**config.mk**
```make
export PLATFORM = sky130hd
export DESIGN_NAME = button_combo_press_detector_core
export DESIGN_NICKNAME = d
export VERILOG_FILES = /design/src/design/bcpd_pkg.sv /design/src/design/button_combo_press_detector_core.sv
export SDC_FILE = /design/constraint.sdc
export NUM_CORES = 1
export LEC_CHECK = 0
export ABC_AREA = 0
export BUFFER_PORTS_ARGS = -buffer_cell sky130_fd_sc_hd__buf_2
export CAP_MARGIN = 15
export CELL_PAD_IN_SITES_DETAIL_PLACEMENT = 2
export CELL_PAD_IN_SITES_GLOBAL_PLACEMENT = 2
export CORE_MARGIN = 2
export CORE_UTILIZATION = 34
export CTS_CLUSTER_SIZE = 20
export DETAILED_ROUTE_END_ITERATION = 10
export GPL_ROUTABILITY_DRIVEN = 0
export PLACE_DENSITY_LB_ADDON = 0.1
export SLEW_MARGIN = 20
export SYNTH_ARGS = -nofsm -noshare
export SYNTH_HDL_FRONTEND = slang
export SYNTH_SLANG_ARGS = --single-unit
export TNS_END_PERCENT = 30
```
**constraint.sdc**
```tcl
create_clock -name clock -period 6.5 [get_ports clock]
set_input_delay 0.65 -clock clock [delete_from_list [all_inputs] [get_ports clock]]
set_output_delay 0.65 -clock clock [all_outputs]
set_load 0.1 [all_outputs]
```
**src/design/bcpd_pkg.sv**
```systemverilog
// shared types and constants for the button combo press detector
package bcpd_pkg;

   // register port geometry
   localparam int ADDR_WIDTH = 6;
   localparam int DATA_WIDTH = 64;

   // per-button field layout in the configuration registers
   localparam int SLOTS       = 4;
   localparam int PIN_WIDTH   = 8;
   localparam int HOLD_WIDTH  = 16;
   localparam int MODE_WIDTH  = 2;
   localparam int COUNT_REG_WIDTH = 3;

   // register reset values
   localparam logic [COUNT_REG_WIDTH-1:0] BUTTON_COUNT_RESET  = '0;
   localparam logic [SLOTS-1:0]           BUTTON_ENABLE_RESET = '1;

   // register map, index is paddr divided by eight
   typedef enum logic [2:0] {
      REG_BUTTON_COUNT  = 3'd0,
      REG_BUTTON_ENABLE = 3'd1,
      REG_COMBO_MASKS   = 3'd2,
      REG_HOLD_TICKS    = 3'd3,
      REG_EVENT_MODES   = 3'd4
   } reg_index_type;

   // event mode of one button
   typedef enum logic [MODE_WIDTH-1:0] {
      MODE_OVERFLOW = 2'd0,
      MODE_BREAK    = 2'd1,
      MODE_STATUS   = 2'd2,
      MODE_NONE     = 2'd3
   } mode_type;

endpackage

```
**src/design/button_combo_press_detector_core.sv**
```systemverilog
// button combo press detector: scan tick in, one event report out per tick
//
//   channel   direction  handshake              payload
//   req_      in         req_valid / req_stall  req_pressed_pins
//   rsp_      out        rsp_valid / rsp_stall  rsp_event_valid, rsp_event_button,
//                                               rsp_event_latched, rsp_pushed_mask
//   csr_      in/out     apb style, pready = 1  64-bit registers at 8 * index
//
// one tick per cycle while rsp_ is not stalled; a tick's result passes through the input register,
// then the button priority chain into the result register, and shows on rsp_
// synchronous reset clears the counters, pushed flags, the event latch, both valids
// and the configuration registers to their defaults
// a stalled result holds the result register; the input register keeps taking ticks
// until it is full too, then req_stall goes high
module button_combo_press_detector_core #(
   parameter int BUTTONS     = 4,
   parameter int PINS        = 8,
   parameter int COUNT_WIDTH = 16
) (
   input  logic                                  clock,
   input  logic                                  reset,

   input  logic                                  req_valid,
   output logic                                  req_stall,
   input  logic [bcpd_pkg::PIN_WIDTH-1:0]        req_pressed_pins,

   output logic                                  rsp_valid,
   input  logic                                  rsp_stall,
   output logic                                  rsp_event_valid,
   output logic [1:0]                            rsp_event_button,
   output logic                                  rsp_event_latched,
   output logic [bcpd_pkg::SLOTS-1:0]            rsp_pushed_mask,

   input  logic                                  csr_psel,
   input  logic                                  csr_penable,
   input  logic                                  csr_pwrite,
   input  logic [bcpd_pkg::ADDR_WIDTH-1:0]       csr_paddr,
   input  logic [bcpd_pkg::DATA_WIDTH-1:0]       csr_pwdata,
   output logic [bcpd_pkg::DATA_WIDTH-1:0]       csr_prdata,
   output logic                                  csr_pready
);

   // pins above PINS are ignored
   localparam logic [bcpd_pkg::PIN_WIDTH-1:0] PIN_MASK =
      bcpd_pkg::PIN_WIDTH'((64'd1 << PINS) - 64'd1);

   // configuration registers
   logic [bcpd_pkg::COUNT_REG_WIDTH-1:0]  button_count_ff;
   logic [bcpd_pkg::SLOTS-1:0]            button_enable_ff;
   logic [bcpd_pkg::SLOTS*bcpd_pkg::PIN_WIDTH-1:0]  combo_masks_ff;
   logic [bcpd_pkg::SLOTS*bcpd_pkg::HOLD_WIDTH-1:0] hold_ticks_ff;
   logic [bcpd_pkg::SLOTS*bcpd_pkg::MODE_WIDTH-1:0] event_modes_ff;

   // button state
   logic [COUNT_WIDTH-1:0]  counter_ff [BUTTONS];
   logic [COUNT_WIDTH-1:0]  counter_in [BUTTONS];
   logic [BUTTONS-1:0]      pushed_ff;
   logic [BUTTONS-1:0]      pushed_in;
   logic                    latch_ff;
   logic                    latch_in;

   // input register
   logic                              in_valid_ff;
   logic [bcpd_pkg::PIN_WIDTH-1:0]    in_pins_ff;

   // result register
   logic                              rsp_valid_ff;
   logic                              event_valid_ff;
   logic                              event_valid_in;
   logic [1:0]                        event_button_ff;
   logic [1:0]                        event_button_in;
   logic                              event_latched_ff;
   logic [bcpd_pkg::SLOTS-1:0]        pushed_mask_ff;

   logic                              advance;
   logic                              load;
   logic                              csr_write;
   bcpd_pkg::reg_index_type           csr_index;

   // pipeline control
   assign advance   = !rsp_valid_ff || !rsp_stall;
   assign load      = in_valid_ff && advance;
   assign req_stall = in_valid_ff && !advance;

   // register port decode
   assign csr_pready = 1'b1;
   assign csr_write  = csr_psel && csr_penable && csr_pwrite && csr_pready;
   assign csr_index  = bcpd_pkg::reg_index_type'(csr_paddr[5:3]);

   // register read back
   always_comb begin
      case (csr_index)
         bcpd_pkg::REG_BUTTON_COUNT:  csr_prdata = bcpd_pkg::DATA_WIDTH'(button_count_ff);
         bcpd_pkg::REG_BUTTON_ENABLE: csr_prdata = bcpd_pkg::DATA_WIDTH'(button_enable_ff);
         bcpd_pkg::REG_COMBO_MASKS:   csr_prdata = bcpd_pkg::DATA_WIDTH'(combo_masks_ff);
         bcpd_pkg::REG_HOLD_TICKS:    csr_prdata = bcpd_pkg::DATA_WIDTH'(hold_ticks_ff);
         bcpd_pkg::REG_EVENT_MODES:   csr_prdata = bcpd_pkg::DATA_WIDTH'(event_modes_ff);
         default:                     csr_prdata = '0;
      endcase
   end

   // register writes
   always_ff @(posedge clock) begin
      if (reset) begin
         button_count_ff  <= bcpd_pkg::BUTTON_COUNT_RESET;
         button_enable_ff <= bcpd_pkg::BUTTON_ENABLE_RESET;
         combo_masks_ff   <= '0;
         hold_ticks_ff    <= '0;
         event_modes_ff   <= '0;
      end else if (csr_write) begin
         case (csr_index)
            bcpd_pkg::REG_BUTTON_COUNT:
               button_count_ff <= csr_pwdata[bcpd_pkg::COUNT_REG_WIDTH-1:0];
            bcpd_pkg::REG_BUTTON_ENABLE:
               button_enable_ff <= csr_pwdata[bcpd_pkg::SLOTS-1:0];
            bcpd_pkg::REG_COMBO_MASKS:
               combo_masks_ff <= csr_pwdata[bcpd_pkg::SLOTS*bcpd_pkg::PIN_WIDTH-1:0];
            bcpd_pkg::REG_HOLD_TICKS:
               hold_ticks_ff <= csr_pwdata[bcpd_pkg::SLOTS*bcpd_pkg::HOLD_WIDTH-1:0];
            bcpd_pkg::REG_EVENT_MODES:
               event_modes_ff <= csr_pwdata[bcpd_pkg::SLOTS*bcpd_pkg::MODE_WIDTH-1:0];
            default: ;
         endcase
      end
   end

   // input register
   always_ff @(posedge clock) begin
      if (reset) begin
         in_valid_ff <= 1'b0;
      end else if (!req_stall) begin
         in_valid_ff <= req_valid;
      end
      if (req_valid && !req_stall) begin
         in_pins_ff <= req_pressed_pins & PIN_MASK;
      end
   end

   // button priority chain, buttons in index order
   always_comb begin
      logic                             fired;
      logic [1:0]                       who;
      logic                             lat;
      logic [bcpd_pkg::PIN_WIDTH-1:0]   pins;
      logic [bcpd_pkg::PIN_WIDTH-1:0]   combo;
      logic [COUNT_WIDTH-1:0]           hold;
      bcpd_pkg::mode_type               mode;
      logic                             enabled;
      logic                             full_match;
      logic                             fire_hold;
      logic                             fire_break;

      pins       = in_pins_ff;
      fired      = 1'b0;
      who        = '0;
      lat        = latch_ff;
      counter_in = counter_ff;
      pushed_in  = pushed_ff;

      for (int i = 0; i < BUTTONS; i++) begin
         combo   = bcpd_pkg::PIN_WIDTH'(combo_masks_ff >> (bcpd_pkg::PIN_WIDTH * i));
         hold    = COUNT_WIDTH'(bcpd_pkg::HOLD_WIDTH'(
                      hold_ticks_ff >> (bcpd_pkg::HOLD_WIDTH * i)));
         mode    = bcpd_pkg::mode_type'(bcpd_pkg::MODE_WIDTH'(
                      event_modes_ff >> (bcpd_pkg::MODE_WIDTH * i)));
         enabled = (i < bcpd_pkg::SLOTS) && 1'(button_enable_ff >> i);
         full_match = (pins == combo);
         fire_hold  = (mode == bcpd_pkg::MODE_OVERFLOW) || (mode == bcpd_pkg::MODE_STATUS);
         fire_break = (mode == bcpd_pkg::MODE_BREAK) || (mode == bcpd_pkg::MODE_STATUS);

         if (i < int'(button_count_ff)) begin
            if (!lat) begin
               if (enabled) begin
                  if (full_match && !pushed_in[i]) begin
                     // still counting up to the hold time
                     if (counter_in[i] < hold) begin
                        counter_in[i] = counter_in[i] + 1'b1;
                     end else begin
                        pushed_in[i] = 1'b1;
                     end
                  end else if (full_match) begin
                     // held past the hold time
                     if (fire_hold) begin
                        fired = 1'b1;
                        who   = 2'(i);
                        lat   = 1'b1;
                     end
                  end else if (((pins & combo) != combo) && pushed_in[i]) begin
                     // released after being pushed
                     if (fire_break) begin
                        fired = 1'b1;
                        who   = 2'(i);
                        lat   = 1'b1;
                     end
                     pushed_in[i] = 1'b0;
                  end else begin
                     pushed_in[i]  = 1'b0;
                     counter_in[i] = '0;
                  end
               end
            end else if (pins == '0) begin
               // all pins up: clear every button in use and the latch
               for (int z = 0; z < BUTTONS; z++) begin
                  if (z < int'(button_count_ff)) begin
                     counter_in[z] = '0;
                     pushed_in[z]  = 1'b0;
                  end
               end
               lat = 1'b0;
            end
         end
      end

      latch_in        = lat;
      event_valid_in  = fired;
      event_button_in = who;
   end

   // button state update
   always_ff @(posedge clock) begin
      if (reset) begin
         for (int i = 0; i < BUTTONS; i++) begin
            counter_ff[i] <= '0;
         end
         pushed_ff <= '0;
         latch_ff  <= 1'b0;
      end else if (load) begin
         counter_ff <= counter_in;
         pushed_ff  <= pushed_in;
         latch_ff   <= latch_in;
      end
   end

   // result register
   always_ff @(posedge clock) begin
      if (reset) begin
         rsp_valid_ff <= 1'b0;
      end else if (advance) begin
         rsp_valid_ff <= in_valid_ff;
      end
      if (load) begin
         event_valid_ff   <= event_valid_in;
         event_button_ff  <= event_button_in;
         event_latched_ff <= latch_in;
         pushed_mask_ff   <= bcpd_pkg::SLOTS'(pushed_in);
      end
   end

   assign rsp_valid         = rsp_valid_ff;
   assign rsp_event_valid   = event_valid_ff;
   assign rsp_event_button  = event_button_ff;
   assign rsp_event_latched = event_latched_ff;
   assign rsp_pushed_mask   = pushed_mask_ff;

   // input side only stalls behind a stalled result
   a_stall_cause: assert property (@(posedge clock) disable iff (reset)
      req_stall |-> (rsp_valid && rsp_stall))
      else $error("req_stall without a stalled result");

   // a shown result matches the button state it left behind
   a_result_state: assert property (@(posedge clock) disable iff (reset)
      rsp_valid |-> ((rsp_pushed_mask == bcpd_pkg::SLOTS'(pushed_ff))
                     && (rsp_event_latched == latch_ff)))
      else $error("result disagrees with button state");

   // with the latch set and some pin down, a tick fires nothing
   a_latched_quiet: assert property (@(posedge clock) disable iff (reset)
      (load && latch_ff && (in_pins_ff != '0)) |=> (rsp_valid && !rsp_event_valid))
      else $error("event fired while latched");

endmodule

```
== Yosys cells after proc, flatten, opt, wreduce, memory -nomap -nowiden ==
Cells that the tools add are included.

* Memories kept: 0
* Word-level logic and storage cells: 275
* Output and inout bits: 75
* Register bits: 198
* Latch bits: 0
* Bits in writable memories: 0
* Bits in read-only memories: 0

* Shift-type cells: 0
* Equality and inequality tests: 20
* Reduce and logical (&&, ||, !) cells: 41
* $lt $le $gt $ge: 8
* $add $sub $neg: 4
* Muxes and demuxes: 180
* Divide/modulo/power cells: 0
* Bitwise operators: 4
* Multiply operators: 0

{| class="wikitable"
|+ Operators by type and width
! kind !! number
|-
| 16-bit two-way mux || 38
|-
| 64-bit two-way mux || 8
|-
| 64-bit case mux with 5 select lines || 1
|-
| 1-bit two-way mux || 96
|-
| 48-bit two-way mux || 2
|-
| 16-bit by 1-bit adder with 16-bit output, second input constant || 4
|-
| 16-bit < comparator || 4
|-
| 32-bit two-way mux || 2
|-
| 2-bit two-way mux || 23
|-
| 8-bit bitwise AND || 4
|-
| 8-bit == test || 4
|-
| 4-bit two-way mux || 8
|-
| 8-bit != test || 4
|-
| 1-bit logical AND || 13
|-
| 2-bit AND reduction || 5
|-
| 1-bit logical OR || 9
|-
| 2-bit by 1-bit == test with 1-bit output, second input constant || 4
|-
| 2-bit == test, second input constant || 4
|-
| 1-bit logical NOT || 8
|-
| 2-bit logical NOT || 4
|-
| 8-bit logical NOT || 1
|-
| 3-bit by 2-bit == test with 1-bit output, second input constant || 2
|-
| 1-bit by 3-bit < comparator with 1-bit output, first input constant || 2
|-
| 2-bit by 3-bit < comparator with 1-bit output, first input constant || 2
|-
| other kinds (4) || 5
|}

== Depth between registers and ports, before layout ==
Gate-level depths: netlist (run 1).

* Depth in word-level cells: 30
* Depth in mapped cells: 22
* Mapped depth without buffers: 18

== Worst setup path before layout (run 1) ==
Ideal clock, no wire load.

* Kind: flip-flop to flip-flop
* From: register in_pins_ff[2] (netlist bit)
* To: register counter_ff[26] (netlist bit)
* Data arrival time: 5024 ps
* Buffers on the path: 3
* Clock period less this slack: 5099 ps
* Setup time: 74 ps
* Slack: 1401 ps
* Stages on the path, launching flop included: 21
* Cell sequence: edfxtp_1 -> inv_1 -> ha_1 -> nand4_1 -> or2_2 -> and4_1 -> o31ai_1 -> clkbuf_1 -> clkbuf_1 -> clkbuf_1 -> nand2_1 -> inv_1 -> ha_1 -> a211oi_1 -> nand2_1 -> o211a_1 -> a311oi_1 -> o21ai_1 -> or4b_1 -> or4_1 -> a31oi_1

* Word-level cells in the longest chain between the ends: 22
* Elaborated cells between the ends (all ways): 65

{| class="wikitable"
|+ RTL lines
! what !! line !! source
|-
| start, declared || button_combo_press_detector_core.sv:64 || <nowiki>logic [bcpd_pkg::PIN_WIDTH-1:0] in_pins_ff;</nowiki>
|-
| start signal, assigned || button_combo_press_detector_core.sv:135 || <nowiki>in_pins_ff <= req_pressed_pins & PIN_MASK;</nowiki>
|-
| parallel branches: the longest is 21 deep, another holds 16-bit by 1-bit adder with 16-bit output || n/a ||
|-
| 64-bit two-way mux (*) || button_combo_press_detector_core.sv:171 || <nowiki>if (i < int'(button_count_ff)) begin</nowiki>
|-
| end signal, assigned || button_combo_press_detector_core.sv:228 || <nowiki>counter_ff <= counter_in;</nowiki>
|-
| end, declared || button_combo_press_detector_core.sv:55 || <nowiki>logic [COUNT_WIDTH-1:0] counter_ff [BUTTONS];</nowiki>
|}

Every way passes the cells marked *.
A chain may end at the register's enable or synchronous reset.

== Final worst setup path (run 1) ==
* From: register in_pins_ff[5] (netlist bit)
* To: register counter_ff[26] (netlist bit)

The elaborated chain is that of the path after synthesis.

==> flow_summary_export.csv, run 1 <==
group,metric,value,unit
finish,final_layout_size_suffix_gt1_share,12.9,%
setup_path,crit_fanout,25,
die,rows,72,
yosys,yosysTopAreaCellShare,27.7,%
sta,hold_violations,0,
clock_network,cts_max_level,4,
global_routing,grt.overflow.total,0,
yosys,synth_edf_count,16,
routing,wl_met2,26900,µm
global_routing,grt_pass1_wl,87600,µm
clock_network,tritoncts,"yes",
clock_network,cts_num_sinks,198,
routing,drc,0,
clock_network,root_buffer,"clkbuf_16",
finish,final_common_cell,"nand2_1",
placement,dp_hpwl,42600,µm
sta,clock.fmax,168,MHz
power,leakage,5.90,nW
sta,slew_headroom,25.4,%
global_routing,antenna_found_initial,3,
setup_path,endpoint_kind,"flop",
power,clock_power_share,43.4,%
die,die_w,201,µm
setup_path,start_kind,"flop",
yosys,syn_area,13200,µm²
routing,drt_iter0_markers,789,
die,dieArea,40300,µm²
sta,holdWs,0.370,ns
finish,ff_latch_area,4120,µm²
die,core_area,38400,µm²
yosys,synth_warnings,0,
routing,num_vias,14100,
die,start_util,34.3,%
routing,ant_nets,0,
sta,setup_viol,0,
worst_hold_path,hold_class,"primary input to flop",
yosys,synth_flop_cell,"dfxtp_1",
clock_network,cts_buffer_depth,2,
routing,wl_met1,25400,µm
sta,fin_skew,0.0125,ns
sta,finalMaxSlewViolations,0,
routing,routed.top_layer,"met5",
setup_path,required,6.88,ns
yosys,synth_cells,1787,
sta,rsz0062_at_grt,"no",
routing,viasPerCell,5.77,
setup_path,worstSetupPathType,"flop to flop",
yosys,synth_area_leaders,"dfxtp_1 28%, nand2_1 10%, ha_1 9.9%, a21oi_1 6.8%, o21ai_0 3.9%",
power,power.share.combinational,9.0,%
sta,fin_crit_sh,91.6,%
power,p_seq_share,47.6,%
finish,multi_input_area,8310,µm²
routing,wl_met3,2210,µm
yosys,ys_seq_area_share,31.4,%
finish,syn_to_final_growth,15.0,%
routing,route.detailed.wl_per_inst,23.1,µm
sta,worst_pin_slew,1.11,ns
finish,fillerInstances,4605,
yosys,synth_area_leader_cell,"dfxtp_1",
job,drv_cap,0,
run_status,status,"completed",
die,ios,160,
setup_path,cp_data_arrival_time,6.33,ns
global_routing,grtUsageTotal,27.9,%
yosys,synth.distinct_cells,81,
clock_network,clkTransAtPathRegs,0.07,ns
power,power_switching,0.721,mW
die,die_h,201,µm
global_routing,grt_max_degree,75,
yosys,ys_ff_latch,198,
finish,fin_util,39.4,%
global_routing,grt_pass1_vias,14800,
routing,drt_first_pass_iters,5,
clock_network,hold_buffers,0,
routing,routed_wl,56300,µm
finish,layout.nets,2092,
clock_network,post_cts_buffers,0,
clock_network,cts-resized-gates,0,
power,switching_share,27.5,%
yosys,synthArstFlopShare,0,%
yosys,synth.avg_cell_area,7.36,µm²
clock_network,clk_latency,0.48,ns
yosys,synthesis.nets,1976,
sta,setup_tns,0,ns
placement,port_buffers,155,
power,vdd_drop_max,189,µV
power,power.internal,1.90,mW
power,pwr_density_cell,173,nW/µm²
finish,final_cell_mix,"363 x nand2_1, 182 x dfxtp_1, 178 x a21oi_1, 154 x buf_2, 124 x nor2_1",
clock_network,cts_buffers,17,
sta,min_period,5.95,ns
[sequential cells by signal, indices dropped and copies added (netlist names), 2 cells and up]
register / count
in_pins_ff: 8
combo_masks_ff: 32
button_enable_ff: 4
rsp_event_button: 2
event_modes_ff: 8
hold_ticks_ff: 64
button_count_ff: 3
rsp_pushed_mask: 4
counter_ff: 64
pushed_ff: 4
[cells in the mapped netlist (33+ instances only)]
master / count
a21oi_1: 178
and2_1: 43
clkbuf_1: 88
dfxtp_1: 182
ha_1: 104
inv_1: 108
nand2_1: 364
nand3_1: 40
nand4_1: 34
nor2_1: 125
nor3_1: 33
o21ai_0: 102
[cell type report]
type | instances | area share (%)
repair buffers | 189 | 6.84
clock inverters | 13 | 1.03
multi-input cells | 1386 | 54.9
flip-flops and latches | 198 | 27.3
well taps | 518 | 4.29
clock buffers | 19 | 2.86
diodes | 1 | 0.0166
inverters | 111 | 2.76
[worst paths after layout]
path	startpoint	end	slack (ns)	depth (start not counted)
max reg2reg	in_pins_ff[5]	counter_ff[26]	0.55	18
min	req_pressed_pins[3]	in_pins_ff[3]	0.37	1
min reg2reg	hold_ticks_ff[34]	hold_ticks_ff[34]	0.46	2
max	in_pins_ff[5]	counter_ff[26]	0.55	18
[worst max-delay path, cell delays in order (launching register included)]
cell and delay, ns:
edfxtp_1 0.38, inv_1 0.16, ha_1 0.24, nor4_1 0.57, a21oi_1 0.30, and4_1 0.39, o31ai_4 0.24, buf_4 0.32
nand2_1 0.17, inv_1 0.10, ha_1 0.24, a21oi_1 0.14, o21ai_0 0.15, a221oi_1 0.52, and3_1 0.23, o21ai_1 0.26
or4b_1 0.64, or4_1 0.52, a31oi_1 0.26
[metal layers]
layer  track usage (%)  up-vias
met5                 0        -
met4              10.9        2
met3              3.88       81
met2              47.3      312
met1              35.7     7052
li1                  -     6613
[kinds of logic (layout without fill, tap and decap cells)]
| family | count (synthesis) | count (layout) | share of synthesized area, % |
|---|---|---|---|
| adder cells (fa/ha/maj) | 104 | 104 | 9.90 |
| other | 1 | 2 | 0.0285 |
| buffers and inverters | 203 | 332 | 5.88 |
| multiplexers | 26 | 26 | 2.00 |
| AND/OR/NAND/NOR | 756 | 756 | 26.7 |
| AO/OA/AOI/OAI | 499 | 499 | 24.1 |
| flip-flops | 198 | 198 | 31.4 |
[power by group through the flow]
stage | Combinational, mW | Clock, mW | Sequential (mW)
5_1_grt | 0.252 | 1.21 | 1.25
4_1_cts | 0.235 | 1.17 | 1.25
3_3_place_gp | 0.228 | 0 | 1.28
3_5_place_dp | 0.234 | 0 | 1.28
6_report | 0.235 | 1.14 | 1.25
2_1_floorplan | 0.117 | 0 | 1.29
[stage by stage]
stage | instances | area, µm² | total power, mW | setup WS (ns)
2_1_floorplan | 1787 | 13200 | 1.41 | 1.40
3_3_place_gp | 2402 | 14500 | 1.50 | 0.807
3_5_place_dp | 2402 | 14500 | 1.51 | 0.717
4_1_cts | 2434 | 15100 | 2.65 | 0.632
5_1_grt | 2435 | 15100 | 2.71 | 0.281
6_report | 2435 | 15100 | 2.62 | 0.548
Note: power is estimated with default switching activity, not from simulation.
==> run 2, diff against run 1 <==
- REMOVE_ABC_BUFFERS: default -> 1
==> run 2 against run 1 <==
Clock-buffer cell count rose by 1. Critical path type unchanged. Largest power group unchanged. Fmax fell by 2.0%. Sequential power barely moved. Die area did not move.
==> flow_summary_export.csv, run 2 (synthesis results as in run 1) <==
group,metric,value,unit
job,drv_cap,0,
sta,hold_violations,0,
sta,min_period,6.07,ns
routing,routed_wl,57200,µm
setup_path,rr_worst_depth,18,
finish,layout.nets,2090,
sta,fin_skew,0.0149,ns
clock_network,hold_buffers,0,
finish,final_cell_mix,"363 x nand2_1, 182 x dfxtp_1, 177 x a21oi_1, 154 x buf_2, 124 x nor2_1",
clock_network,post_cts_buffers,0,
routing,num_vias,14100,
clock_network,root_buffer,"clkbuf_16",
finish,final_layout_size_suffix_gt1_share,13.1,%
placement,postPlaceCellArea,14500,µm²
sta,setup_tns,0,ns
die,ios,160,
clock_network,cts-resized-gates,0,
placement,dp_hpwl,43000,µm
placement,port_buffers,155,
sta,setup_viol,0,
setup_path,worstSetupPathType,"flop to flop",
global_routing,grtUsageTotal,28.4,%
die,start_util,34.3,%
setup_path,start_kind,"flop",
global_routing,antenna_found_initial,6,
worst_hold_path,worstHoldEndpoint,"in_pins_ff[3]",
routing,viasPerCell,5.79,
finish,largestRegisters,"counter_ff (64), hold_ticks_ff (64), combo_masks_ff (32)",
finish,syn_to_final_growth,14.6,%
clock_network,cts_num_sinks,198,
global_routing,grt.overflow.total,0,
power,pwr_density_cell,171,nW/µm²
setup_path,reg2reg_from,"in_pins_ff[5]",
setup_path,path_cells,"inv_1 > ha_1 > nor4_1 > a21boi_0 > a21o_1 > o41ai_2 > buf_4 > and2_1 > ha_1 > a211oi_1 > nor2_1 > o221ai_1 > nand4b_1 > a2111oi_0 > or3b_2 > o21ai_0 > o32ai_1 > a21o_1",
finish,ff_latch_area,4120,µm²
setup_path,endpoint_kind,"flop",
sta,clock.fmax,165,MHz
routing,drc,0,
die,die_w,201,µm
run_status,status,"completed",
global_routing,grt_pass1_vias,15000,
setup_path,ff2ff_setup_slack,0.43,ns
power,leakage,5.89,nW
setup_path,crit_fanout,25,
setup_path,cp_data_arrival_time,6.48,ns
finish,diodes,0,
setup_path,cp_slowest_stage_delay,0.86,ns
worst_hold_path,hold_class,"primary input to flop",
setup_path,setup.worst_path.start,"in_pins_ff[5]",
finish,multi_input_area,8300,µm²
sta,slew_headroom,27.2,%
clock_network,cts_buffer_depth,2,
sta,rsz0062_at_grt,"no",
sta,fin_crit_sh,93.5,%
clock_network,tritoncts,"yes",
die,dieArea,40300,µm²
clock_network,clk_latency,0.51,ns
finish,final_common_cell,"nand2_1",
global_routing,grt_pass1_wl,88500,µm
worst_hold_path,whs_path_depth,1,
setup_path,required,6.91,ns
routing,ant_nets,0,
routing,drt_iter0_markers,726,
die,die_h,201,µm
sta,finalMaxSlewViolations,0,
die,rows,72,
finish,fillerInstances,4552,
global_routing,grt_max_degree,66,
clock_network,clkTransAtPathRegs,0.08,ns
clock_network,cts_buffers,17,
routing,route.detailed.wl_per_inst,23.5,µm
worst_hold_path,hold_start,"req_pressed_pins[3]",
die,core_area,38400,µm²
setup_path,rr_endpoint,"counter_ff[11]",
routing,drt_first_pass_iters,5,
clock_network,cts_max_level,4,
sta,worst_pin_slew,1.09,ns
setup_path,slowest_stage,"a2111oi_0",
finish,final_cell_area,15100,µm²
power,vdd_drop_max,194,µV
==> run 2: cell count changes in the layout (fill, tap and decap cells not counted), sizes merged <==
cell	delta
inv	+6
clkbuf	+1
clkinv	-1
clkinvlp	-3
buf	-2
diode	-1
bufinv	-3
==> run 2: worst max path at each step <==
stage	end	slack [ns]	cells after the start
global placement	counter_ff[11]	0.97	18
CTS	counter_ff[11]	0.69	18
global route	counter_ff[11]	0.13	18
detailed placement	counter_ff[11]	0.75	18
floorplan	counter_ff[26]	0.65	15
finish	counter_ff[11]	0.43	18
==> run 2: metal layers <==
metal,vias to the layer above,track usage (%),wire length (µm)
met4,6,8.84,1190
met5,-,0,37
li1,6622,-,-
met2,290,45.5,26000
met3,69,4.55,2200
met1,7089,39.3,27800
==> run 2: area by class of cell <==
type | count | share of cell area [%]
repair buffers | 187 | 6.84
multi-input cells | 1386 | 55.1
clock inverters | 12 | 0.705
inverters | 111 | 2.76
well taps | 518 | 4.30
clock buffers | 20 | 2.96
flip-flops and latches | 198 | 27.4
==> run 2: where the power goes <==
group,total [mW],internal (mW),switching [mW]
combinational,0.236,0.0594,0.176
sequential,1.25,1.24,0.00960
clock,1.10,0.513,0.583
==> run 2: critical path, delay by kind of cell (launching register included) <==
family                     cells  cell delay [ns]
buffers and inverters          2             0.48
DFF                            1             0.41
adders and majority gates      2             0.49
and+or+nand+nor                5             1.83
AOI/OAI and AO/OA              9             2.74
==> run 2: through the flow <==
step	instances	worst slack, ns	hold slack (ns)	power, mW	utilization, %
floorplan	1695	0.653	0.429	1.39	-
finish	2432	0.425	0.316	2.58	39.3
CTS	2432	0.690	0.282	2.61	39.3
global placement	2400	0.966	0.442	1.50	37.8
detailed placement	2400	0.751	0.450	1.51	37.8
global route	2432	0.130	0.294	2.67	39.3
